<file path="config.mk">
export PLATFORM = sky130hd
export DESIGN_NAME = lmbp_out_fifo
export DESIGN_NICKNAME = d
export VERILOG_FILES = /design/src/rtl/core/lmbp_pkg.sv /design/src/rtl/core/lmbp_out_fifo.sv
export SDC_FILE = /design/constraint.sdc
export NUM_CORES = 1
export LEC_CHECK = 0
export BUFFER_PORTS_ARGS = -buffer_cell sky130_fd_sc_hd__clkbuf_2
export CORE_MARGIN = 5
export CORE_UTILIZATION = 45
export DETAILED_ROUTE_END_ITERATION = 12
export PLACE_DENSITY = 0.65
export SLEW_MARGIN = 20
export SYNTH_ARGS = -nofsm -noshare
export SYNTH_HDL_FRONTEND = slang
export SYNTH_SLANG_ARGS = --single-unit
export TNS_END_PERCENT = 50
</file>
<file path="constraint.sdc">
create_clock -name i_clk -period 4 [get_ports i_clk]
set_input_delay 0.4 -clock i_clk [delete_from_list [all_inputs] [get_ports i_clk]]
set_output_delay 0.4 -clock i_clk [all_outputs]
set_load 0.01 [all_outputs]
</file>
<file path="src/rtl/core/lmbp_pkg.sv">
package lmbp_pkg;

    localparam int WIDTH_MAX  = 1024;
    localparam int HEIGHT_MAX = 1024;
    localparam int LABEL_BITS = 15;

    // Fixed field widths of the ports.
    localparam int SIZE_W     = 11;
    localparam int COL_W      = 10;
    localparam int ROW_W      = 10;
    localparam int LABEL_IN_W = 15;

    localparam int ADDR_W     = $clog2(WIDTH_MAX);
    localparam int ROW_CNT_W  = 11;
    localparam int FLUSH_W    = SIZE_W;
    localparam int CELL_W     = LABEL_BITS + 1;

    localparam logic [ROW_CNT_W-1:0] ROW_CAP    = {ROW_CNT_W{1'b1}};
    localparam logic [SIZE_W-1:0]    W_MAX_SIZE = SIZE_W'(WIDTH_MAX);
    localparam logic [SIZE_W-1:0]    H_MAX_SIZE = SIZE_W'(HEIGHT_MAX);
    localparam logic [ADDR_W-1:0]    LAST_ADDR  = ADDR_W'(WIDTH_MAX - 1);

    // Configuration port.
    localparam int PADDR_W = 4;
    localparam int PDATA_W = 32;
    typedef logic [1:0] t_reg_idx;
    localparam t_reg_idx REG_WIDTH  = 2'd0;
    localparam t_reg_idx REG_HEIGHT = 2'd1;
    localparam t_reg_idx REG_CONN   = 2'd2;
    localparam logic [SIZE_W-1:0] RESET_WIDTH  = 11'd1024;
    localparam logic [SIZE_W-1:0] RESET_HEIGHT = 11'd1024;

    // Result queue.
    localparam int OQ_DEPTH = 4;
    localparam int OQ_PTR_W = $clog2(OQ_DEPTH);
    localparam int OQ_CNT_W = $clog2(OQ_DEPTH + 1);

    typedef logic [CELL_W-1:0] t_cell;

    typedef struct packed {
        logic [SIZE_W-1:0] width;
        logic [SIZE_W-1:0] height;
        logic              conn;
    } t_cfg;

    typedef struct packed {
        logic              valid;
        logic [ADDR_W-1:0] addr;
        t_cell             pix;
        logic              decide;
        logic              up;
        logic              down;
        logic              left;
        logic              right;
        logic [COL_W-1:0]  dcol;
        logic [ROW_W-1:0]  drow;
    } t_ctx;

    typedef struct packed {
        logic [COL_W-1:0] column;
        logic [ROW_W-1:0] row;
    } t_res;

    function automatic logic [SIZE_W-1:0] clamp_size(input logic [SIZE_W-1:0] v,
                                                     input logic [SIZE_W-1:0] maxv);
        logic [SIZE_W-1:0] r;
        if (v == '0) begin
            r = SIZE_W'(1);
        end else if (v > maxv) begin
            r = maxv;
        end else begin
            r = v;
        end
        return r;
    endfunction

endpackage

</file>
<file path="src/rtl/core/lmbp_out_fifo.sv">
module lmbp_out_fifo (
    input  logic                           i_clk,
    input  logic                           i_rst_n,
    input  logic                           i_push,
    input  lmbp_pkg::t_res                 i_data,
    input  logic                           i_pop,
    output logic                           o_valid,
    output lmbp_pkg::t_res                 o_data,
    output logic [lmbp_pkg::OQ_CNT_W-1:0]  o_count
);

    lmbp_pkg::t_res                r_mem [lmbp_pkg::OQ_DEPTH];
    logic [lmbp_pkg::OQ_PTR_W-1:0] r_wp, r_rp;
    logic [lmbp_pkg::OQ_CNT_W-1:0] r_cnt;

    always_ff @(posedge i_clk) begin
        if (i_push) begin
            r_mem[r_wp] <= i_data;
        end
    end

    always_ff @(posedge i_clk) begin
        if (!i_rst_n) begin
            r_wp  <= '0;
            r_rp  <= '0;
            r_cnt <= '0;
        end else begin
            if (i_push) begin
                r_wp <= r_wp + 1'b1;
            end
            if (i_pop) begin
                r_rp <= r_rp + 1'b1;
            end
            case ({i_push, i_pop})
                2'b10:   r_cnt <= r_cnt + 1'b1;
                2'b01:   r_cnt <= r_cnt - 1'b1;
                default: r_cnt <= r_cnt;
            endcase
        end
    end

    assign o_valid = r_cnt != '0;
    assign o_data  = r_mem[r_rp];
    assign o_count = r_cnt;

endmodule

</file>
==> flow_metrics.py <==
metrics = {
    "floorplan": {
        "rows": 31,
        "io_pins": 48,
        "dieArea_um2": 9220,
        "die_w_um": 96.0,
        "initial_utilization_pct": 46.2,
        "core_area_um2": 7210,
        "fp.dieH_um": 96.0,
    },
    "synth": {
        "mappedNetlistNets": 179,
        "synthesis.area_um2": 3330,
        "synth-seq-cells": 89,
        "syn_avg_cell_area_um2": 22.4,
        "netlist.area_leader.share_pct": 72.1,
        "async_flop_share_pct": 0,
        "yosysSeqAreaShare_pct": 77.5,
        "yosysUniqueCellTypes": 17,
        "synth_largest_area_cell": "edfxtp_1",
        "synth_fa_ha_area_share_pct": 2.48,
        "synth-edff-count": 80,
        "synthCells": 149,
        "synth-xor-area-share_pct": 1.31,
        "ys.flop_type": "edfxtp_1",
        "muxShareOfSynthArea_pct": 13.8,
        "yosys.area_share.simple_pct": 2.67,
        "synth_area_leaders": "edfxtp_1 (72%), mux4_2 (14%), dfxtp_1 (5.4%)",
        "synth_compound_gate_area_share_pct": 0.526,
        "synth_top_family_by_area": "multiplexers",
        "yosysWarnings": 0,
    },
    "route": {
        "via_count": 1515,
        "wl_per_cell_um": 16.9,
        "vias_per_cell": 4.92,
        "drc": 0,
        "drtPass1Iterations": 4,
        "drt_wl_total_um": 5210,
        "drt-initial-drc-count": 33,
        "ant_nets": 0,
    },
    "setup_path": {
        "cp_data_arrival_time_ps": 1860,
        "path_class": "register to output pin",
        "rrSetupSlack_ps": 2200,
        "r2r-start": "r_wp[0]",
        "cp.required_ps": 3600,
        "crit_path_end_kind": "output pin",
        "startpoint_type": "register",
        "crit_fanout": 20,
    },
    "grt": {
        "grt_pass1_wl_um": 8290,
        "grt_pass1_vias": 1635,
        "antenna_found_initial": 0,
        "grt_start_max_net_pins": 21,
        "overflow": 0,
        "grtUsageTotal_pct": 12.5,
    },
    "clock_network": {
        "clk_pin_slew_ps": 70,
        "cts_tree": "yes",
        "clock_tree.buffer_depth": 2,
        "cts.sinks": 89,
        "hold_buffers": 0,
        "clock_latency_ps": 330,
        "cts_root_buffer": "clkbuf_8",
        "numCtsBuffers": 9,
        "ctsResizeCount": 0,
        "htree_levels": 3,
        "cts_setup_buffers": 0,
    },
    "placement": {
        "dpl.hpwl_um": 3460,
        "gp_congestion": 0.695,
        "dp.cells": 292,
        "io_buffers": 47,
    },
    "timing": {
        "finalSetupTns_ps": 0,
        "period_share_pct": 56.5,
        "fmax_mhz": 442,
        "slew_headroom_pct": 28.3,
        "rsz0062_at_grt": "false",
        "finalHoldViolations": 0,
        "skew_ps": 5.58,
        "slew_violations": 0,
        "setup_viol": 0,
        "worstMarginPinSlew_ps": 1080,
        "period_minus_slack_ps": 2260,
    },
    "min_path": {
        "hp-class": "input port to register",
        "min-delay-start": "i_data[18]",
    },
    "run_status": {
        "status": "complete, no violations",
    },
    "cells_and_area": {
        "final_cells": 308,
        "areaGrowthSynthToFinish_pct": 15.4,
        "drive_gt1_share_pct": 38.3,
        "fin_util_pct": 53.3,
        "num_antenna_cells": 0,
        "final_cell_mix": "edfxtp_1 (80), clkbuf_2 (47), mux4_2 (20)",
        "final_common_cell": "edfxtp_1",
        "final_nets": 234,
    },
    "power": {
        "powerDensity_nw_per_um2": 478,
        "vdd_drop_max_mv": 0.199,
        "p_total_w": 0.00184,
        "leakagePower_nw": 1.34,
    },
    "run": {
        "drv_cap": 0,
    },
}
==> power breakdown <==
part           total (W)  internal, W  leakage (nW)  switching [W]
sequential       0.00109      0.00106         0.809      0.0000218
combinational   0.000200    0.0000970         0.434       0.000103
clock           0.000552     0.000285        0.0918       0.000267
==> cells in the mapped netlist, types with 2 or more instances <==
master,n
buf_6,2
buf_2,2
o21ai_0,2
xor2_1,3
nand2_1,2
edfxtp_1,80
dfxtp_1,9
or3_1,2
xnor2_1,2
ha_1,5
and2_1,10
mux4_2,20
inv_1,6
==> per-layer routing <==
layer  global-route usage, %  up-vias  routed length (µm)
li1                        -      702                   -
met4                    6.40        0                  88
met2                    21.3       31                2790
met1                    14.8      773                2070
met5                       0        -                   0
met3                    3.05        9                 264
==> path summary, 6_finish.rpt <==
kind	cells past startpoint	to
worst max-delay path	2	o_data[18]
worst min-delay path	1	r_mem[2][18]
worst max register to register	2	r_mem[1][6]
worst min register to register	2	o_count[2]
==> cell families after synthesis <==
group / Yosys count
DFF: 89
muxes: 21
and+or+nand+nor: 15
buffers and inverters: 10
adders and majority gates: 6
xor gates and xnor gates: 5
AOI/OAI and AO/OA: 3
==> critical path, stage by stage (launching register included) <==
cell      delay (ps)
dfxtp_1          940
mux4_2           430
clkbuf_2         150
==> state kept, by name (all words and copies together), names as in the netlist, named ones only <==
signal   flops
r_wp         2
r_mem       80
r_rp         2
o_count      3
==> layout make-up <==
class                           instances  area [µm²]
Fill cell                             599        3370
Sequential cell                        89        2580
Multi-Input combinational cell         50         693
Timing Repair Buffer                   48         243
Clock buffer                           12         135
Tap cell                               99         124
Clock inverter                          4        43.8
Inverter                                6        22.5
==> metrics by stage <==
stage	setup WS (ps)	hold slack, ps	area, µm²
final	1740	282	3840
after global routing	1620	259	3840
after CTS	1670	263	3840
after detailed placement	2030	528	3660
after global placement	2040	485	3660
after floorplan	2320	499	3330
Power figures use the tool's default switching activity.
