### src/rtl/core/lmbp_pkg.sv
package lmbp_pkg;

    localparam int WIDTH_MAX  = 1024;
    localparam int HEIGHT_MAX = 1024;
    localparam int LABEL_BITS = 15;

    // Fixed field widths of the ports.
    localparam int SIZE_W     = 11;
    localparam int COL_W      = 10;
    localparam int ROW_W      = 10;
    localparam int LABEL_IN_W = 15;

    localparam int ADDR_W     = $clog2(WIDTH_MAX);
    localparam int ROW_CNT_W  = 11;
    localparam int FLUSH_W    = SIZE_W;
    localparam int CELL_W     = LABEL_BITS + 1;

    localparam logic [ROW_CNT_W-1:0] ROW_CAP    = {ROW_CNT_W{1'b1}};
    localparam logic [SIZE_W-1:0]    W_MAX_SIZE = SIZE_W'(WIDTH_MAX);
    localparam logic [SIZE_W-1:0]    H_MAX_SIZE = SIZE_W'(HEIGHT_MAX);
    localparam logic [ADDR_W-1:0]    LAST_ADDR  = ADDR_W'(WIDTH_MAX - 1);

    // Configuration port.
    localparam int PADDR_W = 4;
    localparam int PDATA_W = 32;
    typedef logic [1:0] t_reg_idx;
    localparam t_reg_idx REG_WIDTH  = 2'd0;
    localparam t_reg_idx REG_HEIGHT = 2'd1;
    localparam t_reg_idx REG_CONN   = 2'd2;
    localparam logic [SIZE_W-1:0] RESET_WIDTH  = 11'd1024;
    localparam logic [SIZE_W-1:0] RESET_HEIGHT = 11'd1024;

    // Result queue.
    localparam int OQ_DEPTH = 4;
    localparam int OQ_PTR_W = $clog2(OQ_DEPTH);
    localparam int OQ_CNT_W = $clog2(OQ_DEPTH + 1);

    typedef logic [CELL_W-1:0] t_cell;

    typedef struct packed {
        logic [SIZE_W-1:0] width;
        logic [SIZE_W-1:0] height;
        logic              conn;
    } t_cfg;

    typedef struct packed {
        logic              valid;
        logic [ADDR_W-1:0] addr;
        t_cell             pix;
        logic              decide;
        logic              up;
        logic              down;
        logic              left;
        logic              right;
        logic [COL_W-1:0]  dcol;
        logic [ROW_W-1:0]  drow;
    } t_ctx;

    typedef struct packed {
        logic [COL_W-1:0] column;
        logic [ROW_W-1:0] row;
    } t_res;

    function automatic logic [SIZE_W-1:0] clamp_size(input logic [SIZE_W-1:0] v,
                                                     input logic [SIZE_W-1:0] maxv);
        logic [SIZE_W-1:0] r;
        if (v == '0) begin
            r = SIZE_W'(1);
        end else if (v > maxv) begin
            r = maxv;
        end else begin
            r = v;
        end
        return r;
    endfunction

endpackage

### src/rtl/core/lmbp_window.sv
module lmbp_window (
    input  logic             i_clk,
    input  logic             i_rst_n,
    input  lmbp_pkg::t_ctx   i_ctx,
    input  logic             i_conn,
    input  lmbp_pkg::t_cell  i_upper,
    input  lmbp_pkg::t_cell  i_mid,
    output logic             o_push,
    output lmbp_pkg::t_res   o_res,
    output lmbp_pkg::t_cell  o_wr_upper,
    output lmbp_pkg::t_cell  o_wr_mid
);

    lmbp_pkg::t_cell r_win [9];
    lmbp_pkg::t_cell n_win [9];
    logic [8:0]      eq;
    logic            inner4, inner_diag, inner;

    always_comb begin
        for (int r = 0; r < 3; r++) begin
            n_win[r*3]     = r_win[r*3 + 1];
            n_win[r*3 + 1] = r_win[r*3 + 2];
        end
        n_win[2] = i_upper;
        n_win[5] = i_mid;
        n_win[8] = i_ctx.pix;

        for (int i = 0; i < 9; i++) begin
            eq[i] = n_win[i] == n_win[4];
        end

        inner4 = (i_ctx.right && eq[5]) && (i_ctx.left && eq[3])
              && (i_ctx.up && eq[1]) && (i_ctx.down && eq[7]);
        inner_diag = (i_ctx.up && i_ctx.left && eq[0]) && (i_ctx.down && i_ctx.right && eq[8])
                  && (i_ctx.up && i_ctx.right && eq[2]) && (i_ctx.down && i_ctx.left && eq[6]);
        inner = inner4 && (!i_conn || inner_diag);
    end

    always_ff @(posedge i_clk) begin
        if (!i_rst_n) begin
            for (int i = 0; i < 9; i++) begin
                r_win[i] <= '0;
            end
        end else if (i_ctx.valid) begin
            for (int i = 0; i < 9; i++) begin
                r_win[i] <= n_win[i];
            end
        end
    end

    assign o_push     = i_ctx.valid && i_ctx.decide && n_win[4][lmbp_pkg::CELL_W-1] && !inner;
    assign o_res.column = i_ctx.dcol;
    assign o_res.row    = i_ctx.drow;
    assign o_wr_upper = i_mid;
    assign o_wr_mid   = i_ctx.pix;

endmodule

### config.mk
export PLATFORM = sky130hd
export DESIGN_NAME = lmbp_window
export DESIGN_NICKNAME = d
export VERILOG_FILES = /design/src/rtl/core/lmbp_pkg.sv /design/src/rtl/core/lmbp_window.sv
export SDC_FILE = /design/constraint.sdc
export NUM_CORES = 1
export LEC_CHECK = 0
export BUFFER_PORTS_ARGS = -buffer_cell sky130_fd_sc_hd__buf_4
export CAP_MARGIN = 30
export CORE_UTILIZATION = 57
export DETAILED_ROUTE_END_ITERATION = 12
export PLACE_DENSITY_LB_ADDON = 0.08
export SKIP_LAST_GASP = 1
export SYNTH_ARGS = -nofsm -noshare
export SYNTH_HDL_FRONTEND = slang
export SYNTH_SLANG_ARGS = --single-unit
### constraint.sdc
create_clock -name i_clk -period 6.5 [get_ports i_clk]
set_input_delay 1.3 -clock i_clk [delete_from_list [all_inputs] [get_ports i_clk]]
set_output_delay 1.3 -clock i_clk [all_outputs]
set_load 0.01 [all_outputs]
==> results.ini <==
[critical_path]
cpMostUsedCell=buf_4
crit_required_ns=5.20
r2r_end=r_win[4][5]$_SDFFCE_PN0P_
path_cells=buf_4 > or3_1 > a221oi_1 > o2111ai_1 > nor4_1 > a21oi_1 > buf_4
slowest_delay_ns=0.44
reg2reg_slack_ns=5.42
crit_slowest_cell=a221oi_1
cp.arrival_ns=3.05
critPathCaptureType=primary output
critPathTopFamily=compound AO/OA/AOI/OAI gates
crit_buf_inv=2
critPathLaunchType=input pin
r2r_start=r_win[5][5]$_SDFFCE_PN0P_
path_max_fanout=4
path_class=in2out
ff2ff_path_depth=1

[power]
power.density_nw_per_um2=234.1
ir_worst_vdd_uv=141.5
leakagePower_nw=2.571

[synth]
synth_seq_cells=96
synth.area.top_cells=edfxtp_1, and3_1, buf_4
synth_cell_types=34
synth_flop_cell=edfxtp_1
synth.cells.most_frequent=and3_1, edfxtp_1, buf_4
post_synth.cell_area_avg_sq_um=11.60
synth_warnings=0
syn_area_sq_um=5207
yosysMostFrequentCell=and3_1
ys_async_sr_fraction_pct=0
syn_nets=536
synthCells=449
synth-edff-count=96
yosys.area.top_type=edfxtp_1
yosysTopAreaCellShare_pct=55.36
ys_seq_area_share_pct=55.36

[grt]
antenna_found_initial=0
grt_max_degree=99
grt_usage_pct=23.54
grt_overflow=0
grt_pass1_vias=3324
grt_first_pass_wirelength_um=17240

[flow_run]
maxCapViolations=0

[clock_tree]
h-tree-depth=3
post_cts_buffers=0
cts_tree=yes
clk-insertion-delay-late_ns=0.36
clkTransAtPathRegs_ns=0.10
cts_buffer_depth=2
cts.sinks=96
cts_made_buffers=9
hold_buffers=0
post_cts_resized=0
clock-root-buffer=clkbuf_8

[run_status]
status=finished, final reports clean

[floorplan]
core_sq_um=8763
die_w_um=97.58
ios=140
rows=34
initial_utilization_pct=59.42
die_h_um=97.58
dieArea_sq_um=9522

[detailed_routing]
num_vias=3569
drc_errors=0
dr.first_iter.drc_count=267
drt_pass1_iterations=5
vias_per_cell=6.164
antenna_left=0
routed_wl_um=10980
wl_per_cell_um=18.96

[sta]
rsz0062_at_grt=no
period_share_pct=66.86
slew_headroom_pct=46.35
final-hold-violation-count=0
tightest_slew_ns=0.8047
drv_slew=0
tns_ns=0
max_clock_freq_mhz=230.1
min_period_ns=4.346
finalSetupViolCount=0
hold_slack_ns=0.6060
fin_skew_ns=0.01007

[placed_design]
hpwl_um=7377
portBuffers=89
place_inst=563
gp_congestion=0.8329

[layout]
fin_nets=553
top_register=r_win
drive_above_1_share_pct=24.20
seqCellArea_sq_um=2883
multi_input_area_sq_um=1762
reg_top3=r_win: 96 flops
diodes=0
final_cells=579
syn2layout_area_growth_pct=8.602
largest_register_ffs=96
fill_cells=674

[min_path]
whs_endpoint=r_win[7][7]$_SDFFCE_PN0P_
worstHoldStart=r_win[8][7]$_SDFFCE_PN0P_
min_path_cells=1
min_path_type=reg2reg

==> cell families after synthesis <==
kind of cell	synth area share (%)
AO/OA/AOI/OAI	4.445
XOR/XNOR	5.622
buffers and inverters	10.96
flip-flops	55.36
multiplexers	0.3844
AND/OR/NAND/NOR	23.23
==> worst max path at each step <==
stage	startpoint	end	slack [ns]	depth (start not counted)
after floorplan	i_ctx[51]	r_win[1][0]$_SDFFCE_PN0P_	2.15	2
after global placement	i_mid[2]	o_push	2.17	7
after detailed placement	i_mid[2]	o_push	2.18	7
after CTS	i_mid[2]	o_push	2.17	7
after global routing	i_mid[2]	o_push	2.04	7
final	i_mid[2]	o_push	2.15	7
==> power breakdown <==
part           internal [mW]  switching [mW]
Sequential             0.732          0.0445
Combinational         0.0804          0.0843
Clock                  0.178           0.205
Total                  0.990           0.334
==> metal layers <==
| layer | routed length [um] | track usage [%] | vias up |
|---|---|---|---|
| li1 | - | - | 1692 |
| met1 | 4818 | 33.24 | 1711 |
| met2 | 5162 | 36.31 | 146 |
| met3 | 810 | 5.540 | 20 |
| met4 | 183 | 7.127 | 0 |
| met5 | 0 | 0 | - |
==> final cells by class <==
type / count / area share, %
Multi-Input combinational cell: 266 / 31.15
Sequential cell: 96 / 50.97
Clock inverter: 5 / 1.018
Tap cell: 108 / 2.389
Timing Repair Buffer: 90 / 11.95
Inverter: 3 / 0.1991
Clock buffer: 11 / 2.323
==> placed cells by master, fill, tap and decap left out, types with 9 or more instances in the layout <==
cell type / count
nand3_1: 9
edfxtp_1: 96
xor2_1: 21
nor4_1: 10
and3_1: 121
clkbuf_8: 9
buf_4: 90
o22ai_1: 15
nor3_1: 28
==> per-stage QoR <==
stage | util [%] | area (sq um) | setup slack (ns) | power [mW]
2_1_floorplan | - | 5207 | 2.154 | 0.9009
3_3_place_gp | 62.38 | 5466 | 2.170 | 0.9487
3_5_place_dp | 62.38 | 5466 | 2.182 | 0.9548
4_1_cts | 64.53 | 5655 | 2.170 | 1.328
5_1_grt | 64.53 | 5655 | 2.040 | 1.374
6_report | 64.53 | 5655 | 2.154 | 1.324
No activity file was read; power rests on OpenSTA's default activity.
