### config.mk
export PLATFORM = sky130hd
export DESIGN_NAME = lmbp_cfg_regs
export DESIGN_NICKNAME = d
export VERILOG_FILES = /design/src/rtl/core/lmbp_pkg.sv /design/src/rtl/core/lmbp_cfg_regs.sv
export SDC_FILE = /design/constraint.sdc
export NUM_CORES = 1
export LEC_CHECK = 0
export BUFFER_PORTS_ARGS = -buffer_cell sky130_fd_sc_hd__buf_2
export CAP_MARGIN = 40
export CORE_MARGIN = 8
export CORE_UTILIZATION = 45
export DETAILED_ROUTE_END_ITERATION = 16
export PLACE_DENSITY = 0.95
export SETUP_SLACK_MARGIN = 0.05
export SYNTH_ARGS = -nofsm -noshare
export SYNTH_HDL_FRONTEND = slang
export SYNTH_SLANG_ARGS = --single-unit
export TNS_END_PERCENT = 1
### constraint.sdc
create_clock -name i_clk -period 3.22 [get_ports i_clk]
set_input_delay 0.644 -clock i_clk [delete_from_list [all_inputs] [get_ports i_clk]]
set_output_delay 0.644 -clock i_clk [all_outputs]
set_load 0.1 [all_outputs]
### src/rtl/core/lmbp_pkg.sv
package lmbp_pkg;

    localparam int WIDTH_MAX  = 1024;
    localparam int HEIGHT_MAX = 1024;
    localparam int LABEL_BITS = 15;

    // Fixed field widths of the ports.
    localparam int SIZE_W     = 11;
    localparam int COL_W      = 10;
    localparam int ROW_W      = 10;
    localparam int LABEL_IN_W = 15;

    localparam int ADDR_W     = $clog2(WIDTH_MAX);
    localparam int ROW_CNT_W  = 11;
    localparam int FLUSH_W    = SIZE_W;
    localparam int CELL_W     = LABEL_BITS + 1;

    localparam logic [ROW_CNT_W-1:0] ROW_CAP    = {ROW_CNT_W{1'b1}};
    localparam logic [SIZE_W-1:0]    W_MAX_SIZE = SIZE_W'(WIDTH_MAX);
    localparam logic [SIZE_W-1:0]    H_MAX_SIZE = SIZE_W'(HEIGHT_MAX);
    localparam logic [ADDR_W-1:0]    LAST_ADDR  = ADDR_W'(WIDTH_MAX - 1);

    // Configuration port.
    localparam int PADDR_W = 4;
    localparam int PDATA_W = 32;
    typedef logic [1:0] t_reg_idx;
    localparam t_reg_idx REG_WIDTH  = 2'd0;
    localparam t_reg_idx REG_HEIGHT = 2'd1;
    localparam t_reg_idx REG_CONN   = 2'd2;
    localparam logic [SIZE_W-1:0] RESET_WIDTH  = 11'd1024;
    localparam logic [SIZE_W-1:0] RESET_HEIGHT = 11'd1024;

    // Result queue.
    localparam int OQ_DEPTH = 4;
    localparam int OQ_PTR_W = $clog2(OQ_DEPTH);
    localparam int OQ_CNT_W = $clog2(OQ_DEPTH + 1);

    typedef logic [CELL_W-1:0] t_cell;

    typedef struct packed {
        logic [SIZE_W-1:0] width;
        logic [SIZE_W-1:0] height;
        logic              conn;
    } t_cfg;

    typedef struct packed {
        logic              valid;
        logic [ADDR_W-1:0] addr;
        t_cell             pix;
        logic              decide;
        logic              up;
        logic              down;
        logic              left;
        logic              right;
        logic [COL_W-1:0]  dcol;
        logic [ROW_W-1:0]  drow;
    } t_ctx;

    typedef struct packed {
        logic [COL_W-1:0] column;
        logic [ROW_W-1:0] row;
    } t_res;

    function automatic logic [SIZE_W-1:0] clamp_size(input logic [SIZE_W-1:0] v,
                                                     input logic [SIZE_W-1:0] maxv);
        logic [SIZE_W-1:0] r;
        if (v == '0) begin
            r = SIZE_W'(1);
        end else if (v > maxv) begin
            r = maxv;
        end else begin
            r = v;
        end
        return r;
    endfunction

endpackage

### src/rtl/core/lmbp_cfg_regs.sv
module lmbp_cfg_regs (
    input  logic                          i_clk,
    input  logic                          i_rst_n,
    input  logic                          psel,
    input  logic                          penable,
    input  logic                          pwrite,
    input  logic [lmbp_pkg::PADDR_W-1:0]  paddr,
    input  logic [lmbp_pkg::PDATA_W-1:0]  pwdata,
    output logic [lmbp_pkg::PDATA_W-1:0]  prdata,
    output logic                          pready,
    output lmbp_pkg::t_cfg                o_cfg
);

    logic [lmbp_pkg::SIZE_W-1:0] r_frame_width;
    logic [lmbp_pkg::SIZE_W-1:0] r_frame_height;
    logic                        r_connectivity;
    lmbp_pkg::t_reg_idx          reg_idx;
    logic                        wr_en;

    assign reg_idx = paddr[3:2];
    assign wr_en   = psel && penable && pwrite;
    assign pready  = 1'b1;

    always_ff @(posedge i_clk) begin
        if (!i_rst_n) begin
            r_frame_width  <= lmbp_pkg::RESET_WIDTH;
            r_frame_height <= lmbp_pkg::RESET_HEIGHT;
            r_connectivity <= 1'b0;
        end else if (wr_en) begin
            unique case (reg_idx)
                lmbp_pkg::REG_WIDTH:  r_frame_width  <= pwdata[lmbp_pkg::SIZE_W-1:0];
                lmbp_pkg::REG_HEIGHT: r_frame_height <= pwdata[lmbp_pkg::SIZE_W-1:0];
                lmbp_pkg::REG_CONN:   r_connectivity <= pwdata[0];
                default: ;
            endcase
        end
    end

    always_comb begin
        unique case (reg_idx)
            lmbp_pkg::REG_WIDTH:  prdata = lmbp_pkg::PDATA_W'(r_frame_width);
            lmbp_pkg::REG_HEIGHT: prdata = lmbp_pkg::PDATA_W'(r_frame_height);
            lmbp_pkg::REG_CONN:   prdata = lmbp_pkg::PDATA_W'(r_connectivity);
            default:              prdata = '0;
        endcase
    end

    // Sizes out of range act as the nearest legal size.
    assign o_cfg.width  = lmbp_pkg::clamp_size(r_frame_width, lmbp_pkg::W_MAX_SIZE);
    assign o_cfg.height = lmbp_pkg::clamp_size(r_frame_height, lmbp_pkg::H_MAX_SIZE);
    assign o_cfg.conn   = r_connectivity;

endmodule

==> impl_metrics.py <==
metrics = {
    "cells_and_area": {
        "syn_to_final_growth_pct": 13.1,
        "nNetsFinal": 256,
        "num-fill-cells": 299,
        "antenna_cells": 0,
        "final_cells": 258,
        "multi_input_area_um2": 806,
        "layout_common_cells": "buf_2 (51), mux2i_1 (34), nand2_1 (31)",
        "drive_gt1_share_pct": 27.1,
        "design_area_mm2": 0.00162,
        "final-seq-area_um2": 460,
        "final_common_cell": "buf_2",
    },
    "cts": {
        "cts_buffers": 3,
        "clock-sinks": 23,
        "cts_setup_buffers": 0,
        "clk_latency_ns": 0.30,
        "htree_levels": 1,
        "cts_tree": "done",
        "clockBufferDepth": 2,
        "cts_root_buffer": "clkbuf_4",
        "hold_buffers": 0,
        "cts.clk_slew.worst_paths_ns": 0.13,
        "cts_resized": 0,
    },
    "synthesis": {
        "synth-compound-area-share_pct": 1.14,
        "synth_top_family_by_area": "simple AND/OR/NAND/NOR gates",
        "yosys_warnings": 0,
        "synthCells": 174,
        "synthTopCellsByArea": "dfxtp_1 (32%), mux2i_1 (24%), buf_4 (13%)",
        "netlist.area_leader.share_pct": 32.3,
        "synth-xor-area-share_pct": 0,
        "synth_simple_gate_area_share_pct": 25.3,
        "ys_seq_area_share_pct": 32.3,
        "syn_area_per_cell_um2": 8.20,
        "syn-cell-area_mm2": 0.00143,
        "netlist.top_cell.by_area": "dfxtp_1",
        "ys_seq_elements": 23,
        "synth_fa_ha_area_share_pct": 0,
        "synth.distinct_cells": 19,
        "synthMuxAreaShare_pct": 23.8,
    },
    "setup_path": {
        "path_cells": "nor4_1 -> nand3_1 -> o21ai_0 -> buf_2",
        "r2r_setup_slack_ns": 2.25,
        "cp_max_fo": 14,
        "worst-setup-path-type": "register to output pin",
        "critical-path-max-stage-delay_ns": 0.49,
        "cpMaxStageDelayCell": "dfxtp_1",
        "cp-end-kind": "output pin",
        "required_ns": 2.58,
        "cp-start-kind": "register",
        "cp.arrival_ns": 1.71,
    },
    "drt": {
        "post_drt_wl_per_cell_um": 13.7,
        "postRouteAntennaNets": 0,
        "drtIter0Drc": 70,
        "dr.pass1.iters": 4,
        "drc": 0,
        "routed_wl_um": 3530,
        "num_vias": 1195,
        "viasPerCell": 4.63,
    },
    "grt": {
        "grt_pass1_wl_um": 5570,
        "gr-total-overflow": 0,
        "grt_antenna_before_repair": 0,
        "grt_pass1_vias": 1172,
        "grt_max_degree": 35,
        "grt_usage_pct": 13.0,
    },
    "timing": {
        "rsz0062_at_grt": "no",
        "setup_viol": 0,
        "period_needed_ns": 2.36,
        "holdWs_ns": 0.487,
        "worst_slack_ns": 0.861,
        "finalCritPeriodShare_pct": 73.3,
        "finalHoldViolCount": 0,
        "maxSlewHeadroom_pct": 64.5,
        "skew_ns": 0,
        "worst_pin_slew_ns": 0.532,
        "fmax_ghz": 0.424,
        "drv_slew": 0,
    },
    "floorplanning": {
        "die_x_um": 72.3,
        "core_area_mm2": 0.00303,
        "ioPinCount": 97,
        "fp-row-count": 20,
        "die_y_um": 72.3,
        "start_util_pct": 47.1,
        "design.die.area_mm2": 0.00523,
    },
    "power_and_ir_drop": {
        "power_density_mw_per_mm2": 374,
        "peakVddDrop_uv": 208,
        "p_leak_nw": 0.817,
        "power_w": 0.000603,
    },
    "placement": {
        "port_buffers": 51,
        "routabilityCongestion": 0.807,
        "post-place-ws_ns": 0.870,
        "place_area_mm2": 0.00159,
        "dp.cells": 254,
        "hpwl_um": 2720,
    },
    "status": {
        "status": "finished clean",
    },
    "min_path": {
        "hold_path_class": "register to register",
    },
    "run": {
        "maxCapViolations": 0,
    },
}
final timing paths:
check | from | to | cells past startpoint
min reg2reg | r_connectivity | r_connectivity | 2
min | r_connectivity | r_connectivity | 2
max | r_frame_width[10] | o_cfg[12] | 4
max reg2reg | r_frame_width[10] | r_frame_width[10] | 2
synthesized netlist by cell type (all sizes together):
library cell / n
a31oi: 1
buf: 27
clkbuf: 9
conb: 2
dfxtp: 23
inv: 1
mux2i: 34
nand2: 31
nand3: 2
nand3b: 1
nor2: 13
nor2b: 21
nor3: 2
nor3b: 1
nor4: 3
o21ai: 2
or3b: 1
state kept, by name, indices dropped and copies added (netlist names):
signal          flops
r_frame_height     11
r_connectivity      1
r_frame_width      11
worst max-delay path, delay by kind of cell, from the launching register on:
kind	cells	cell delay, ns
buf+inv	1	0.45
flops	1	0.49
compound gates	1	0.08
simple gates	2	0.39
area by class of cell:
cell class / instances / share of cell area (%)
flip-flops and latches: 23 / 28.5
clock buffers: 3 / 1.39
clock inverters: 1 / 0.310
well taps: 44 / 3.41
multi-input cells: 134 / 49.9
inverters: 1 / 0.232
repair buffers: 52 / 16.3
cell families (layout without fill, tap and decap cells):
family | count (synthesis) | count (layout)
and+or+nand+nor | 75 | 75
AOI/OAI and AO/OA | 3 | 3
other | 2 | 22
buffers and inverters | 37 | 57
muxes | 34 | 34
DFF | 23 | 23
per-stage QoR:
stage               setup TNS (ns)  utilization, %
floorplan                  -0.0634               -
global placement                 0            52.4
detailed placement               0            52.4
CTS                              0            53.3
global route                     0            53.3
finish                           0            53.3
report_power, final:
group,internal [W],switching (W),total (W)
sequential,0.000288,0.00000459,0.000293
combinational,0.0000218,0.000159,0.000180
clock,0.0000463,0.0000839,0.000130
layer usage:
layer | track usage [%] | share of wire, % | up-vias
met2 | 22.6 | 49 | 44
met3 | 4.55 | 8.9 | 2
met5 | 0 | 0 | -
met1 | 14.4 | 42 | 551
met4 | 3.85 | 0.40 | 0
li1 | - | - | 598
Power figures use the tool's default switching activity.
