==> config.mk <==
export PLATFORM = sky130hd
export DESIGN_NAME = lmbp_scan
export DESIGN_NICKNAME = d
export VERILOG_FILES = /design/src/rtl/core/lmbp_pkg.sv /design/src/rtl/core/lmbp_scan.sv
export SDC_FILE = /design/constraint.sdc
export NUM_CORES = 1
export LEC_CHECK = 0
export ABC_AREA = 1
export BUFFER_PORTS_ARGS = -buffer_cell sky130_fd_sc_hd__buf_4
export CORE_MARGIN = 2
export CORE_UTILIZATION = 59
export DETAILED_ROUTE_END_ITERATION = 6
export GPL_TIMING_DRIVEN = 0
export HOLD_SLACK_MARGIN = 0.1
export PLACE_DENSITY = 0.85
export SKIP_LAST_GASP = 1
export SLEW_MARGIN = 15
export SYNTH_ARGS = -nofsm -noshare
export SYNTH_HDL_FRONTEND = slang
export SYNTH_SLANG_ARGS = --single-unit
==> constraint.sdc <==
create_clock -name i_clk -period 5.8 [get_ports i_clk]
set_input_delay 0.29 -clock i_clk [delete_from_list [all_inputs] [get_ports i_clk]]
set_output_delay 0.29 -clock i_clk [all_outputs]
set_load 0.01 [all_outputs]
==> src/rtl/core/lmbp_pkg.sv <==
package lmbp_pkg;

    localparam int WIDTH_MAX  = 1024;
    localparam int HEIGHT_MAX = 1024;
    localparam int LABEL_BITS = 15;

    // Fixed field widths of the ports.
    localparam int SIZE_W     = 11;
    localparam int COL_W      = 10;
    localparam int ROW_W      = 10;
    localparam int LABEL_IN_W = 15;

    localparam int ADDR_W     = $clog2(WIDTH_MAX);
    localparam int ROW_CNT_W  = 11;
    localparam int FLUSH_W    = SIZE_W;
    localparam int CELL_W     = LABEL_BITS + 1;

    localparam logic [ROW_CNT_W-1:0] ROW_CAP    = {ROW_CNT_W{1'b1}};
    localparam logic [SIZE_W-1:0]    W_MAX_SIZE = SIZE_W'(WIDTH_MAX);
    localparam logic [SIZE_W-1:0]    H_MAX_SIZE = SIZE_W'(HEIGHT_MAX);
    localparam logic [ADDR_W-1:0]    LAST_ADDR  = ADDR_W'(WIDTH_MAX - 1);

    // Configuration port.
    localparam int PADDR_W = 4;
    localparam int PDATA_W = 32;
    typedef logic [1:0] t_reg_idx;
    localparam t_reg_idx REG_WIDTH  = 2'd0;
    localparam t_reg_idx REG_HEIGHT = 2'd1;
    localparam t_reg_idx REG_CONN   = 2'd2;
    localparam logic [SIZE_W-1:0] RESET_WIDTH  = 11'd1024;
    localparam logic [SIZE_W-1:0] RESET_HEIGHT = 11'd1024;

    // Result queue.
    localparam int OQ_DEPTH = 4;
    localparam int OQ_PTR_W = $clog2(OQ_DEPTH);
    localparam int OQ_CNT_W = $clog2(OQ_DEPTH + 1);

    typedef logic [CELL_W-1:0] t_cell;

    typedef struct packed {
        logic [SIZE_W-1:0] width;
        logic [SIZE_W-1:0] height;
        logic              conn;
    } t_cfg;

    typedef struct packed {
        logic              valid;
        logic [ADDR_W-1:0] addr;
        t_cell             pix;
        logic              decide;
        logic              up;
        logic              down;
        logic              left;
        logic              right;
        logic [COL_W-1:0]  dcol;
        logic [ROW_W-1:0]  drow;
    } t_ctx;

    typedef struct packed {
        logic [COL_W-1:0] column;
        logic [ROW_W-1:0] row;
    } t_res;

    function automatic logic [SIZE_W-1:0] clamp_size(input logic [SIZE_W-1:0] v,
                                                     input logic [SIZE_W-1:0] maxv);
        logic [SIZE_W-1:0] r;
        if (v == '0) begin
            r = SIZE_W'(1);
        end else if (v > maxv) begin
            r = maxv;
        end else begin
            r = v;
        end
        return r;
    endfunction

endpackage

==> src/rtl/core/lmbp_scan.sv <==
module lmbp_scan (
    input  logic                             i_clk,
    input  logic                             i_rst_n,
    input  logic                             i_accept,
    input  logic                             i_occupied,
    input  logic [lmbp_pkg::LABEL_IN_W-1:0]  i_label,
    input  logic                             i_flush,
    input  lmbp_pkg::t_cfg                   i_cfg,
    output logic [lmbp_pkg::ADDR_W-1:0]      o_rd_addr,
    output lmbp_pkg::t_ctx                   o_ctx
);

    logic [lmbp_pkg::ADDR_W-1:0]    r_col,  n_col;
    logic [lmbp_pkg::ROW_CNT_W-1:0] r_row,  n_row;
    logic [lmbp_pkg::FLUSH_W-1:0]   r_fcnt, n_fcnt;
    lmbp_pkg::t_ctx                 r_ctx,  n_ctx;

    logic [lmbp_pkg::ADDR_W-1:0]    col_cur;
    logic [lmbp_pkg::ROW_CNT_W-1:0] row_cur;
    logic [lmbp_pkg::SIZE_W-1:0]    col_ext;
    logic [lmbp_pkg::SIZE_W-1:0]    col_inc;
    logic [lmbp_pkg::SIZE_W-1:0]    dcol_w;
    logic [lmbp_pkg::ROW_CNT_W-1:0] drow_w;
    logic [lmbp_pkg::FLUSH_W-1:0]   fcnt_inc;
    logic                           have;

    function automatic logic [lmbp_pkg::ROW_CNT_W-1:0] bump(
        input logic [lmbp_pkg::ROW_CNT_W-1:0] r);
        logic [lmbp_pkg::ROW_CNT_W-1:0] b;
        b = (r < lmbp_pkg::ROW_CAP) ? r + 1'b1 : r;
        return b;
    endfunction

    always_comb begin
        // A column left past the end by a width change moves to the next row.
        if (lmbp_pkg::SIZE_W'(r_col) >= i_cfg.width) begin
            col_cur = '0;
            row_cur = bump(r_row);
        end else begin
            col_cur = r_col;
            row_cur = r_row;
        end
        col_ext = lmbp_pkg::SIZE_W'(col_cur);

        // The pixel decided now sits one row up and one column left, or two rows up at the last column from column 0.
        have   = 1'b0;
        dcol_w = '0;
        drow_w = '0;
        if (col_cur != '0 && row_cur >= lmbp_pkg::ROW_CNT_W'(1)) begin
            have   = 1'b1;
            dcol_w = col_ext - 1'b1;
            drow_w = row_cur - 1'b1;
        end else if (col_cur == '0 && row_cur >= lmbp_pkg::ROW_CNT_W'(2)) begin
            have   = 1'b1;
            dcol_w = i_cfg.width - 1'b1;
            drow_w = row_cur - lmbp_pkg::ROW_CNT_W'(2);
        end

        n_ctx.valid  = i_accept;
        n_ctx.addr   = col_cur;
        n_ctx.pix    = (i_occupied && !i_flush)
                     ? {1'b1, i_label[lmbp_pkg::LABEL_BITS-1:0]} : '0;
        n_ctx.decide = have && (lmbp_pkg::SIZE_W'(drow_w) < i_cfg.height);
        n_ctx.up     = drow_w != '0;
        n_ctx.down   = ({1'b0, drow_w} + 1'b1) < {1'b0, i_cfg.height};
        n_ctx.left   = dcol_w != '0;
        n_ctx.right  = ({1'b0, dcol_w} + 1'b1) < {1'b0, i_cfg.width};
        n_ctx.dcol   = dcol_w[lmbp_pkg::COL_W-1:0];
        n_ctx.drow   = drow_w[lmbp_pkg::ROW_W-1:0];

        // Advance the position.
        col_inc = col_ext + 1'b1;
        if (col_inc >= i_cfg.width) begin
            n_col = '0;
            n_row = bump(row_cur);
        end else begin
            n_col = col_inc[lmbp_pkg::ADDR_W-1:0];
            n_row = row_cur;
        end

        // A run of width+1 flush items ends the frame.
        fcnt_inc = r_fcnt + 1'b1;
        n_fcnt   = '0;
        if (i_flush) begin
            if (fcnt_inc >= (i_cfg.width + 1'b1)) begin
                n_col = '0;
                n_row = '0;
            end else begin
                n_fcnt = fcnt_inc;
            end
        end
    end

    always_ff @(posedge i_clk) begin
        if (!i_rst_n) begin
            r_col  <= '0;
            r_row  <= '0;
            r_fcnt <= '0;
            r_ctx  <= '0;
        end else begin
            r_ctx <= n_ctx;
            if (i_accept) begin
                r_col  <= n_col;
                r_row  <= n_row;
                r_fcnt <= n_fcnt;
            end
        end
    end

    assign o_rd_addr = col_cur;
    assign o_ctx     = r_ctx;

endmodule

==> results by group, run 1 <==
Run status
  • Status: complete, no violations

Setup path
  • Critical path arrival: 5.36 ns
  • CP max stage cell: a41oi_1
  • R2R Path End: r_row[5]$_SDFFE_PN0P_
  • Max incr delay on CP: 0.47 ns
  • Crit Path Max Fanout: 10
  • Critical path required time: 6.09 ns
  • Endpoint class of the critical path: register
  • CP startpoint kind: register
  • WS Path Type: register to register
  • R2R setup slack: about 0.74 ns
  • FF-to-FF path depth: 30
  • RR Startpoint: r_col[6]$_SDFFE_PN0P_

Global route
  • Vias in the first global route: 6574
  • Initial antenna violation count: 0
  • First-pass GRT wire length: 30.1 mm
  • Largest net degree at the start of global routing: 19
  • Total grt overflow: 0
  • Total GRT Usage: 0.284

Layout
  • Final Core Density: 0.710
  • Ant diodes: 0
  • Layout cell share with drive strength beyond 1: 0.194
  • Layout Cells excl Fill: 1367
  • Net count, final: 1316
  • Area delta synth->final: 17.5%

STA
  • Hold_ws: 0.132 ns
  • Count of final max-slew check failures: 0
  • Final Cycle Share: 0.873
  • RSZ-0062 raised after global routing: false
  • Crit path time final: 5.06 ns
  • Max-slew headroom: 0.549
  • Clock Skew: 0.0133 ns
  • Fmax: 197 MHz
  • Final Hold Fails: 0
  • Finish-stage setup viols: 0
  • Setup TNS: 0 ns
  • Tightest Pin Transition: between 0.6 and 0.7 ns

Detailed routing
  • Post-route DRC violation count: 0
  • WL/cell: 13.7 µm
  • Initial drt markers: 490
  • Via density: 5.23
  • Routed wire length: around 19 mm
  • 1st-pass router iterations: 7
  • Vias: 7152
  • ANT nets after route: 0

Clock network
  • Post-CTS sizing: 0
  • CTS root buf: clkbuf_16
  • CTS tree: yes
  • Post-CTS Hold Buffers: 0
  • Postcts setup bufs: 0
  • H-tree Lvls: 3
  • Clk buf depth: 2
  • Clk_lat worst skew: 0.36 ns
  • Clock Sinks: 84
  • Worst-path clk slew: 0.07 ns
  • Total CTS buffers: 9

Yosys
  • Synth Flop Type: dfxtp_1
  • Synthesized area: around 0.0073 mm²
  • Yosys warnings: 0
  • Seq cells post-synth: 84
  • Main area contributors after synthesis: dfxtp_1 23%, ha_1 14%, nand2_1 13%, inv_1 7.7%, xor2_1 7.2%
  • Mux cell area share after synthesis: 0
  • Post-synthesis xor/xnor area fraction: 0.0781
  • Synth Net Count: approximately 1.2k
  • Asr flop ratio synth: 0
  • Syn Inst Count: ~1.1k
  • Syn avg cell area: 6.75 µm²
  • Synth area leader: dfxtp_1
  • Netlist cell types: 51
  • Sequential-to-total area share from yosys stat: 0.231
  • Area fraction in compound gates after synthesis: 0.0889
  • Synth Area in Adders: 0.136
  • Post-synth top area share: 0.231
  • Post-synth EDFFs: 0
  • Largest family of logic cells by synthesized area: simple AND/OR/NAND/NOR gates
  • Simple-gate area share of the yosys netlist: 0.346

Placed design
  • Dpl hpwl: 14.6 mm
  • Routability Congestion: 0.932
  • Dpl cells: 1351
  • IO Port Bufs: 102

Die
  • IO Count: 105
  • Initial Util: 0.605
  • Num rows: 40
  • Die Area: about 0.013 mm²
  • Die Height: ~120 µm
  • Die Width: about 120 µm
  • Core Region: 0.0121 mm²

Pwr
  • Switching part of the total: 0.298
  • Pwr Total: between 0.001 and 0.0015 W
  • PwrDens: 161 mW/mm²
  • Pint: 0.000970 W
  • Clock share of power: 0.421
  • Switch Pwr: 0.000412 W
  • VDD IR max: 0.000110 V
  • Logic gate share of total power: 0.152
  • Reg power frac: 0.427
  • Leak: between 4 and 5 nW

Min path
  • Worst hold path depth: 2
  • Min-Delay Path Class: primary input to register
  • HP Start: i_accept
  • Worst Hold Endpoint: r_fcnt[0]$_SDFFE_PN0P_

Run
  • MaxCap Viol Count: 0
[metrics by stage]
step / area, µm² / setup WS (ns)
4_1_cts: 8570 / 0.862
5_1_grt: 8570 / 0.393
3_3_place_gp: 8270 / 0.610
2_1_floorplan: 7290 / 1.28
3_5_place_dp: 8270 / 0.542
6_report: 8570 / 0.736
[power groups by stage]
| stage | Sequential (W) | Combinational, W | Clock (W) |
|---|---|---|---|
| 2_1_floorplan | 0.000606 | 0.000125 | 0 |
| 3_3_place_gp | 0.000603 | 0.000201 | 0 |
| 3_5_place_dp | 0.000603 | 0.000207 | 0 |
| 4_1_cts | 0.000589 | 0.000209 | 0.000592 |
| 5_1_grt | 0.000590 | 0.000234 | 0.000615 |
| 6_report | 0.000590 | 0.000211 | 0.000582 |
[synthesized netlist by cell type (2+ instances only)]
library cell	count
nand3b_1	3
nor2_1	111
a41oi_1	2
nor3_1	17
inv_2	19
o21ai_1	6
nor4_1	3
nand2_1	251
o21ai_0	13
or2_1	2
nand2_2	22
xnor2_1	5
xor2_1	60
dfxtp_1	84
o2111ai_1	2
clkbuf_1	14
nand2_4	7
o211ai_1	6
nor2_4	9
ha_1	79
nand4_1	22
clkinv_1	3
buf_4	10
a21oi_1	58
buf_2	2
inv_1	150
o21ai_2	3
nor3_2	2
nand3_1	66
nand3_2	6
nor2_2	18
buf_6	4
a211oi_1	3
a21oi_2	2
[cell usage in the layout, fill, tap and decap left out, drive strengths merged, types with 5 or more instances in the layout]
| cell type | n |
|---|---|
| inv | 174 |
| nand2 | 281 |
| nand4 | 22 |
| a21oi | 60 |
| buf | 120 |
| nand3 | 73 |
| dfxtp | 84 |
| clkbuf | 23 |
| clkinv | 7 |
| ha | 79 |
| o211ai | 6 |
| o21ai | 23 |
| nor3 | 19 |
| xor2 | 60 |
| nor2 | 138 |
| xnor2 | 5 |
[final cells by class]
type,count,area (µm²)
Inverter,174,661
Tap cell,168,210
Clock inverter,7,73.8
Clock buffer,9,225
Sequential cell,84,1680
Multi-Input combinational cell,791,4730
Timing Repair Buffer,102,766
Fill cell,1005,3490
Buffer,32,218
[worst max path at each step]
stage | startpoint | end | slack (ns) | cells after the start
finish | r_col[6]$_SDFFE_PN0P_ | r_row[5]$_SDFFE_PN0P_ | 0.74 | 30
global route | i_cfg[14] | r_row[5]$_SDFFE_PN0P_ | 0.39 | 32
CTS | r_col[6]$_SDFFE_PN0P_ | r_row[5]$_SDFFE_PN0P_ | 0.86 | 30
detailed placement | i_cfg[14] | r_row[5]$_SDFFE_PN0P_ | 0.54 | 30
global placement | i_cfg[14] | r_row[5]$_SDFFE_PN0P_ | 0.61 | 28
floorplan | i_cfg[14] | o_ctx[20]$_SDFF_PN0_ | 1.28 | 35
[state kept, by name, indices dropped and copies added (netlist names)]
name and cells:
r_col 10, r_row 11, o_ctx 52, r_fcnt 11
[critical path, delay by kind of cell (launching register included)]
kind | cells | cell delay, ns
and+or+nand+nor | 15 | 1.93
AOI/OAI and AO/OA | 4 | 0.84
adders and majority gates | 3 | 0.83
buffers and inverters | 6 | 0.64
DFF | 1 | 0.45
xor gates and xnor gates | 2 | 0.30
[cells by family (layout without fill, tap and decap cells)]
group,after synthesis,count (layout)
AO/OA/AOI/OAI,104,104
XOR/XNOR,65,65
adder cells (fa/ha/maj),79,79
buffers and inverters,206,324
flip-flops,84,84
AND/OR/NAND/NOR,543,543
[routing by layer]
layer / GRT usage / vias to the layer above / part of all wire
met3: 0.0427 / 43 / 0.069
li1: - / 3662 / -
met5: 0 / - / 0
met4: 0.112 / 0 / 0.025
met1: 0.344 / 3187 / 0.42
met2: 0.503 / 260 / 0.49
Power figures use the tool's default switching activity.
==> inputs of run 2 (changes only) <==
- ABC_AREA: 1 -> unset
==> run 2 against run 1 <==
Largest cell class unchanged. Final cell count down 17%. The flow now finishes with violations (design-rule violations). Final area up 0.32%. Via count down 1.9%. Critical path type unchanged. Synthesized cell count down 22%.
==> results by group, run 2 <==
Yosys
  • Post-synth top area share: 0.240 (+0.00930)
  • Synthesized area: 0.00701 mm² (-3.9%)
  • Post-synth top cells: 84 x dfxtp_1, 79 x ha_1, 72 x nor2_1, 59 x nand2_1, 53 x inv_1
  • Most common cell in the netlist: dfxtp_1
  • Synth Flop Type: dfxtp_1
  • Synth area leader: dfxtp_1
  • Yosys warnings: 0 (unchanged)
  • Syn avg cell area: 8.27 µm² (+23%)
  • Syn Inst Count: 848 (-22%)
  • Post-synth EDFFs: 0 (unchanged)
  • Netlist cell types: 85 (+67%)
  • Main area contributors after synthesis: dfxtp_1 24%, ha_1 14%, xnor2_1 5.7%, and2_1 4.3%, nor2_1 3.9%
  • Synth Net Count: 970 (-19%)
  • Sequential-to-total area share from yosys stat: 0.240 (+0.00930)
  • Seq cells post-synth: 84 (unchanged)
  • Asr flop ratio synth: 0 (unchanged)

Global route
  • Total grt overflow: 0 (unchanged)
  • Vias in the first global route: 6237 (-5.1%)
  • Busiest grt layer: met2
  • Met3 usage: 0.0750 (+0.0323)
  • Met1 GRT Util: 0.417 (+0.0722)
  • Grt met2 use: 0.476 (-0.0272)
  • Total GRT Usage: 0.308 (+0.0240)
  • Initial antenna violation count: 2 (+2)
  • First-pass GRT wire length: 31.4 mm (+4.6%)
  • Largest net degree at the start of global routing: 17 (-2)

STA
  • Crit path time final: 5.63 ns (+0.568 ns)
  • Fmax: 178 MHz (-10%)
  • RSZ-0062 raised after global routing: true
  • Tightest Pin Transition: 0.835 ns (+0.158 ns)
  • Count of final max-slew check failures: 0 (unchanged)
  • Final Cycle Share: 0.971 (+0.0979)
  • Max-slew headroom: 0.443 (-0.106)
  • Clock Skew: 0.0175 ns (+0.00420 ns)
  • Hold_ws: 0.126 ns (-0.00521 ns)
  • Finish-stage setup viols: 0 (unchanged)
  • Final Hold Fails: 0 (unchanged)

Setup path
  • R2R setup slack: 0.17 ns (-0.57 ns)
  • CP max stage cell: a2111o_1
  • Critical path arrival: 5.88 ns (+0.52 ns)
  • Endpoint class of the critical path: register
  • Crit Path Max Fanout: 10 (unchanged)
  • End of the critical path: o_ctx[24]$_SDFF_PN0_
  • R2R Path End: o_ctx[24]$_SDFF_PN0_
  • Worst path top cell family by delay: compound AO/OA/AOI/OAI gates
  • Worst setup path startpoint: r_col[0]$_SDFFE_PN0P_
  • CP Depth: 25 (-17%)
  • CP Buf/Inv Count: 3 (-3)
  • WS Path Type: register to register
  • Most frequent CP cell: ha_1
  • FF-to-FF path depth: 25 (-17%)
  • RR Startpoint: r_col[0]$_SDFFE_PN0P_
  • Max incr delay on CP: 0.46 ns (about the same)
  • Critical path required time: 6.05 ns (-0.04 ns)
  • CP startpoint kind: register

Placed design
  • Routability Congestion: 0.937 (+0.61%)
  • Cell area after placement: 0.00795 mm² (-3.8%)
  • IO Port Bufs: 102 (unchanged)
  • Dpl hpwl: 14.5 mm (-0.64%)

Detailed routing
  • Initial drt markers: 794 (+62%)
  • Post-route DRC violation count: 9 (+9)
  • Routed wire length: 20.5 mm (+9.3%)
  • ANT nets after route: 0 (unchanged)
  • 1st-pass router iterations: 7 (unchanged)
  • WL/cell: 18.2 µm (+32%)
  • Via density: 6.22 (+19%)
  • Vias: 7013 (-1.9%)

Layout
  • Layout cell share with drive strength beyond 1: 0.217 (+0.0229)
  • Sequential cell area: 0.00169 mm² (+0.22%)
  • Area delta synth->final: 22.6%
  • Area of the multi-input gates: 0.00504 mm² (+6.6%)
  • Final Core Density: 0.746 (+0.0360)
  • Final Cell Area: 0.00859 mm² (+0.32%)
  • Ant diodes: 0 (unchanged)
  • Net count, final: 1102 (-16%)
  • Fill cells: 828 (-18%)
  • Max reg flops: 52 (unchanged)
  • Most frequent cells in the layout: 134 x buf_4, 83 x dfxtp_1, 77 x ha_1
  • Most common cell after layout, fill and taps aside: buf_4

Run status
  • Failing checks: design-rule violations
  • Status: finished, violations left

Die
  • Num rows: 39 (-2.5%)
  • Initial Util: 0.609 (+0.00408)
  • Die Area: 0.0128 mm² (-3.7%)
  • Die Width: 113 µm (-1.9%)
  • Die Height: 113 µm (-1.9%)
  • Core Region: 0.0115 mm² (-4.5%)
  • IO Count: 105 (unchanged)

Pwr
  • Pwr Total: 0.00154 W (+11%)
  • VDD IR max: 0.000207 V (+88%)
  • PwrDens: 179 mW/mm² (+11%)
  • Leak: 4.14 nW (-8.2%)

Clock network
  • Clk buf depth: 2 (unchanged)
  • CTS tree: yes
  • H-tree Lvls: 3 (unchanged)
  • CTS root buf: clkbuf_16
  • Worst-path clk slew: 0.07 ns (about the same)
  • Clk_lat worst skew: 0.37 ns (about the same)
  • Clock Sinks: 84 (unchanged)
  • Total CTS buffers: 9 (unchanged)

Min path
  • HP Start: i_label[5]
  • Min-Delay Path Class: primary input to register

Run
  • MaxCap Viol Count: 0 (unchanged)
[run 2: cell count changes in the layout (fill, tap and decap cells not counted), moves of 20 or more]
cell	previous run	this run
nand3_1	66	38
nor2_1	111	70
xnor2_1	5	45
buf_4	112	134
and2_1	0	48
a21oi_1	58	27
inv_1	150	52
and3_1	1	21
xor2_1	60	23
nand2_1	251	58
[run 2: report_power, final]
group | internal, W | switching, W | total, W
clock | 0.000384 | 0.000273 | 0.000657
sequential | 0.000592 | 0.00000758 | 0.000599
combinational | 0.000119 | 0.000162 | 0.000281
[run 2: what timing repair did]
action / 4_1_cts / 5_1_grt
endpoints found under the setup margin: 3 / 15
buffers inserted: 0 / 20
hold buffers: 0 / 0
pin swaps: 0 / 11
resized for setup: 5 / 28
[run 2: cell families (layout without fill, tap and decap cells)]
| logic type | after synthesis | in the layout | synth area share |
|---|---|---|---|
| multiplexers | 20 | 20 | 0.0325 |
| AO/OA/AOI/OAI | 168 | 168 | 0.186 |
| buffers and inverters | 96 | 233 | 0.0605 |
| AND/OR/NAND/NOR | 332 | 332 | 0.254 |
| flip-flops | 84 | 84 | 0.240 |
| XOR/XNOR | 69 | 69 | 0.0862 |
| adder cells (fa/ha/maj) | 79 | 79 | 0.141 |
[run 2: metal layers]
metal | part of all wire | wire length (µm)
met2 | 0.45 | 9160
met1 | 0.41 | 8490
met5 | 0.00063 | 13
met4 | 0.040 | 817
met3 | 0.098 | 2010
[run 2: per-stage QoR]
step | cells | TNS (ns) | setup WS, ns
final | 1128 | 0 | 0.168
after detailed placement | 1093 | -1.34 | -0.463
after global placement | 1093 | -1.18 | -0.423
after CTS | 1108 | -0.0502 | -0.0502
after floorplan | 848 | 0 | 0.448
after global routing | 1128 | -0.178 | -0.0976
[run 2: worst min path at each step]
stage / slack, ns / depth (start not counted) / end
after floorplan: 0.41 / 1 / o_ctx[25]$_SDFF_PN0_
after global placement: 0.47 / 2 / r_fcnt[10]$_SDFFE_PN0P_
after detailed placement: 0.48 / 2 / r_fcnt[10]$_SDFFE_PN0P_
after CTS: 0.13 / 2 / o_ctx[30]$_SDFF_PN0_
after global routing: 0.13 / 2 / o_ctx[27]$_SDFF_PN0_
final: 0.13 / 2 / o_ctx[30]$_SDFF_PN0_
[run 2: area by class of cell]
class | instances | share of cell area
inverter | 57 | 0.0258
sequential | 84 | 0.196
buffer | 38 | 0.0256
clock buffer | 9 | 0.0262
timing repair buffer | 122 | 0.107
multi-input combinational | 668 | 0.587
tap | 143 | 0.0208
clock inverter | 7 | 0.0122
==> inputs of run 3 (changes only) <==
- CORE_MARGIN: 2 -> unset
- SETUP_SLACK_MARGIN: unset -> 0.1
==> run 3 against run 2 <==
The flow still finishes with violations (design-rule violations). Register-to-register slack improved by 0.07 ns. Power decreased by 2.6%. Wire length is 3.3% higher. Sequential share of layout area decreased by 0.069 points. Setup slack gained 0.071 ns. Non-clock buffer count shrank 2. Sequential power about the same. First-iteration DRC count grew 8.6%.
==> results by group, run 3 (same netlist as run 2, synthesis figures left out) <==
Setup path
  • WS Path Type: register to register
  • FF-to-FF path depth: 27 (+8.0%)
  • Critical path arrival: 5.86 ns (-0.02 ns)
  • RR Startpoint: r_col[6]$_SDFFE_PN0P_
  • End of the critical path: o_ctx[20]$_SDFF_PN0_
  • Crit Path Max Fanout: 10 (unchanged)
  • Worst setup path startpoint: r_col[6]$_SDFFE_PN0P_
  • Endpoint class of the critical path: register
  • R2R setup slack: 0.24 ns (+0.07 ns)
  • CP startpoint kind: register
  • R2R Path End: o_ctx[20]$_SDFF_PN0_
  • Critical path required time: 6.10 ns (+0.05 ns)

Layout
  • Layout Cells excl Fill: 1126 (-0.18%)
  • Layout cell share with drive strength beyond 1: 0.223 (+0.00553)
  • Sequential cell area: 0.00168 mm² (-0.15%)
  • Most frequent cells in the layout: 132 x buf_4, 83 x dfxtp_1, 76 x ha_1
  • Area delta synth->final: 22.9%
  • Max reg flops: 52 (unchanged)
  • Most common cell after layout, fill and taps aside: buf_4
  • Fill cells: 868 (+4.8%)
  • Area of the multi-input gates: 0.00509 mm² (+0.97%)
  • Ant diodes: 0 (unchanged)
  • Net count, final: 1100 (-0.18%)

STA
  • Final worst slack: 0.238 ns (+0.0709 ns)
  • Clock Skew: 0.0120 ns (-0.00545 ns)
  • Crit path time final: 5.56 ns (-0.0709 ns)
  • Finish-stage setup viols: 0 (unchanged)
  • RSZ-0062 raised after global routing: true
  • Hold_ws: 0.139 ns (+0.0124 ns)
  • Count of final max-slew check failures: 0 (unchanged)
  • Final Cycle Share: 0.959 (-0.0122)
  • Max-slew headroom: 0.409 (-0.0347)
  • Fmax: 180 MHz (+1.3%)
  • Tightest Pin Transition: 0.887 ns (+0.0521 ns)
  • Final Hold Fails: 0 (unchanged)

Global route
  • Largest net degree at the start of global routing: 17 (unchanged)
  • Total GRT Usage: 0.326 (+0.0182)
  • First-pass GRT wire length: 32.2 mm (+2.5%)
  • Met3 usage: 0.0530 (-0.0220)
  • Met1 GRT Util: 0.437 (+0.0206)
  • Grt met2 use: 0.496 (+0.0209)
  • Initial antenna violation count: 0 (-2)
  • Vias in the first global route: 6575 (+5.4%)
  • Total grt overflow: 0 (unchanged)
  • Busiest grt layer: met2

Placed design
  • Place WS: -0.480 ns (-0.0172 ns)
  • IO Port Bufs: 102 (unchanged)
  • Dpl hpwl: 14.4 mm (-0.72%)
  • Dpl cells: 1093 (unchanged)
  • Routability Congestion: 0.916 (-2.3%)

Die
  • Die Height: 111 µm (-1.8%)
  • Num rows: 39 (unchanged)
  • Initial Util: 0.609 (unchanged)
  • IO Count: 105 (unchanged)
  • Core Region: 0.0115 mm² (unchanged)
  • Die Area: 0.0123 mm² (-3.5%)
  • Die Width: 111 µm (-1.8%)

Clock network
  • Clk_lat worst skew: 0.36 ns (about the same)
  • Total CTS buffers: 9 (unchanged)
  • Post-CTS Hold Buffers: 0 (unchanged)
  • CTS root buf: clkbuf_16
  • Clk buf depth: 2 (unchanged)
  • Clock Sinks: 84 (unchanged)
  • Worst-path clk slew: 0.08 ns (about the same)
  • CTS tree: yes
  • H-tree Lvls: 3 (unchanged)

Run
  • MaxCap Viol Count: 0 (unchanged)

Min path
  • Min-Delay Path Class: primary input to register
  • Worst hold path depth: 2 (unchanged)

Detailed routing
  • 1st-pass router iterations: 7 (unchanged)
  • Post-route DRC violation count: 21 (+12)
  • Routed wire length: 21.1 mm (+3.3%)
  • ANT nets after route: 0 (unchanged)
  • Via density: 6.38 (+2.6%)
  • WL/cell: 18.8 µm (+3.4%)
  • Vias: 7182 (+2.4%)
  • Initial drt markers: 862 (+8.6%)

Run status
  • Failing checks: design-rule violations
  • Status: finished, violations left

Pwr
  • PwrDens: 174 mW/mm² (-2.8%)
  • VDD IR max: 0.000135 V (-35%)
  • Leak: 4.13 nW (-0.32%)
-- run 3: report_power, final --
group	switching [W]	internal, W	total (W)
clock network	0.000269	0.000342	0.000611
registers	0.00000671	0.000592	0.000598
logic	0.000167	0.000121	0.000288
-- run 3: per-layer routing --
metal | vias to the layer above | wire, µm
met2 | 503 | 9120
met1 | 3283 | 8560
li1 | 3280 | -
met4 | 0 | 1130
met5 | - | 0
met3 | 116 | 2340
-- run 3: final cells by class --
type	count	share of cell area
Multi-Input combinational cell	668	0.591
Inverter	57	0.0253
Buffer	39	0.0264
Clock inverter	7	0.00959
Sequential cell	84	0.195
Clock buffer	9	0.0262
Timing Repair Buffer	119	0.105
Tap cell	143	0.0208
-- run 3: worst min-delay path by stage --
stage,end,startpoint
floorplan,o_ctx[25]$_SDFF_PN0_,i_label[0]
global placement,r_fcnt[10]$_SDFFE_PN0P_,r_fcnt[10]$_SDFFE_PN0P_
detailed placement,r_fcnt[10]$_SDFFE_PN0P_,r_fcnt[10]$_SDFFE_PN0P_
CTS,o_ctx[26]$_SDFF_PN0_,i_label[1]
global route,o_ctx[38]$_SDFF_PN0_,i_label[13]
finish,o_ctx[27]$_SDFF_PN0_,i_label[2]
-- run 3: metrics by stage --
| stage | util | setup TNS [ns] | cell area (µm²) | total power (W) |
|---|---|---|---|---|
| 6_report | 0.748 | 0 | 8610 | 0.00150 |
| 5_1_grt | 0.748 | 0 | 8610 | 0.00155 |
| 4_1_cts | 0.725 | 0 | 8350 | 0.00148 |
| 3_5_place_dp | 0.691 | -1.36 | 7950 | 0.000871 |
| 3_3_place_gp | 0.691 | -1.24 | 7950 | 0.000867 |
| 2_1_floorplan | - | 0 | 7010 | 0.000774 |
-- run 3: critical path, stage by stage, from the launching register on --
cell      delay, ns
dfxtp_1        0.51
ha_1           0.33
a21oi_1        0.15
nand2_1        0.18
a21oi_4        0.35
nand2_1        0.26
nand3_2        0.16
xnor2_2        0.14
inv_1          0.22
ha_4           0.17
nand4_1        0.19
nand4b_4       0.33
a211o_4        0.33
clkbuf_4       0.19
nand2_1        0.12
inv_1          0.07
ha_1           0.20
nand4_1        0.13
nor2_2         0.07
buf_4          0.14
xor2_1         0.14
ha_1           0.28
inv_1          0.08
nor2_1         0.06
a211oi_1       0.21
o21ai_0        0.11
o221ai_1       0.16
and4b_1        0.22
-- run 3: repair_timing --
action / in CTS / in global routing
buffers inserted: 3 / 14
gates resized for setup: 10 / 38
endpoints found under the setup margin: 4 / 19
pin swaps: 1 / 14
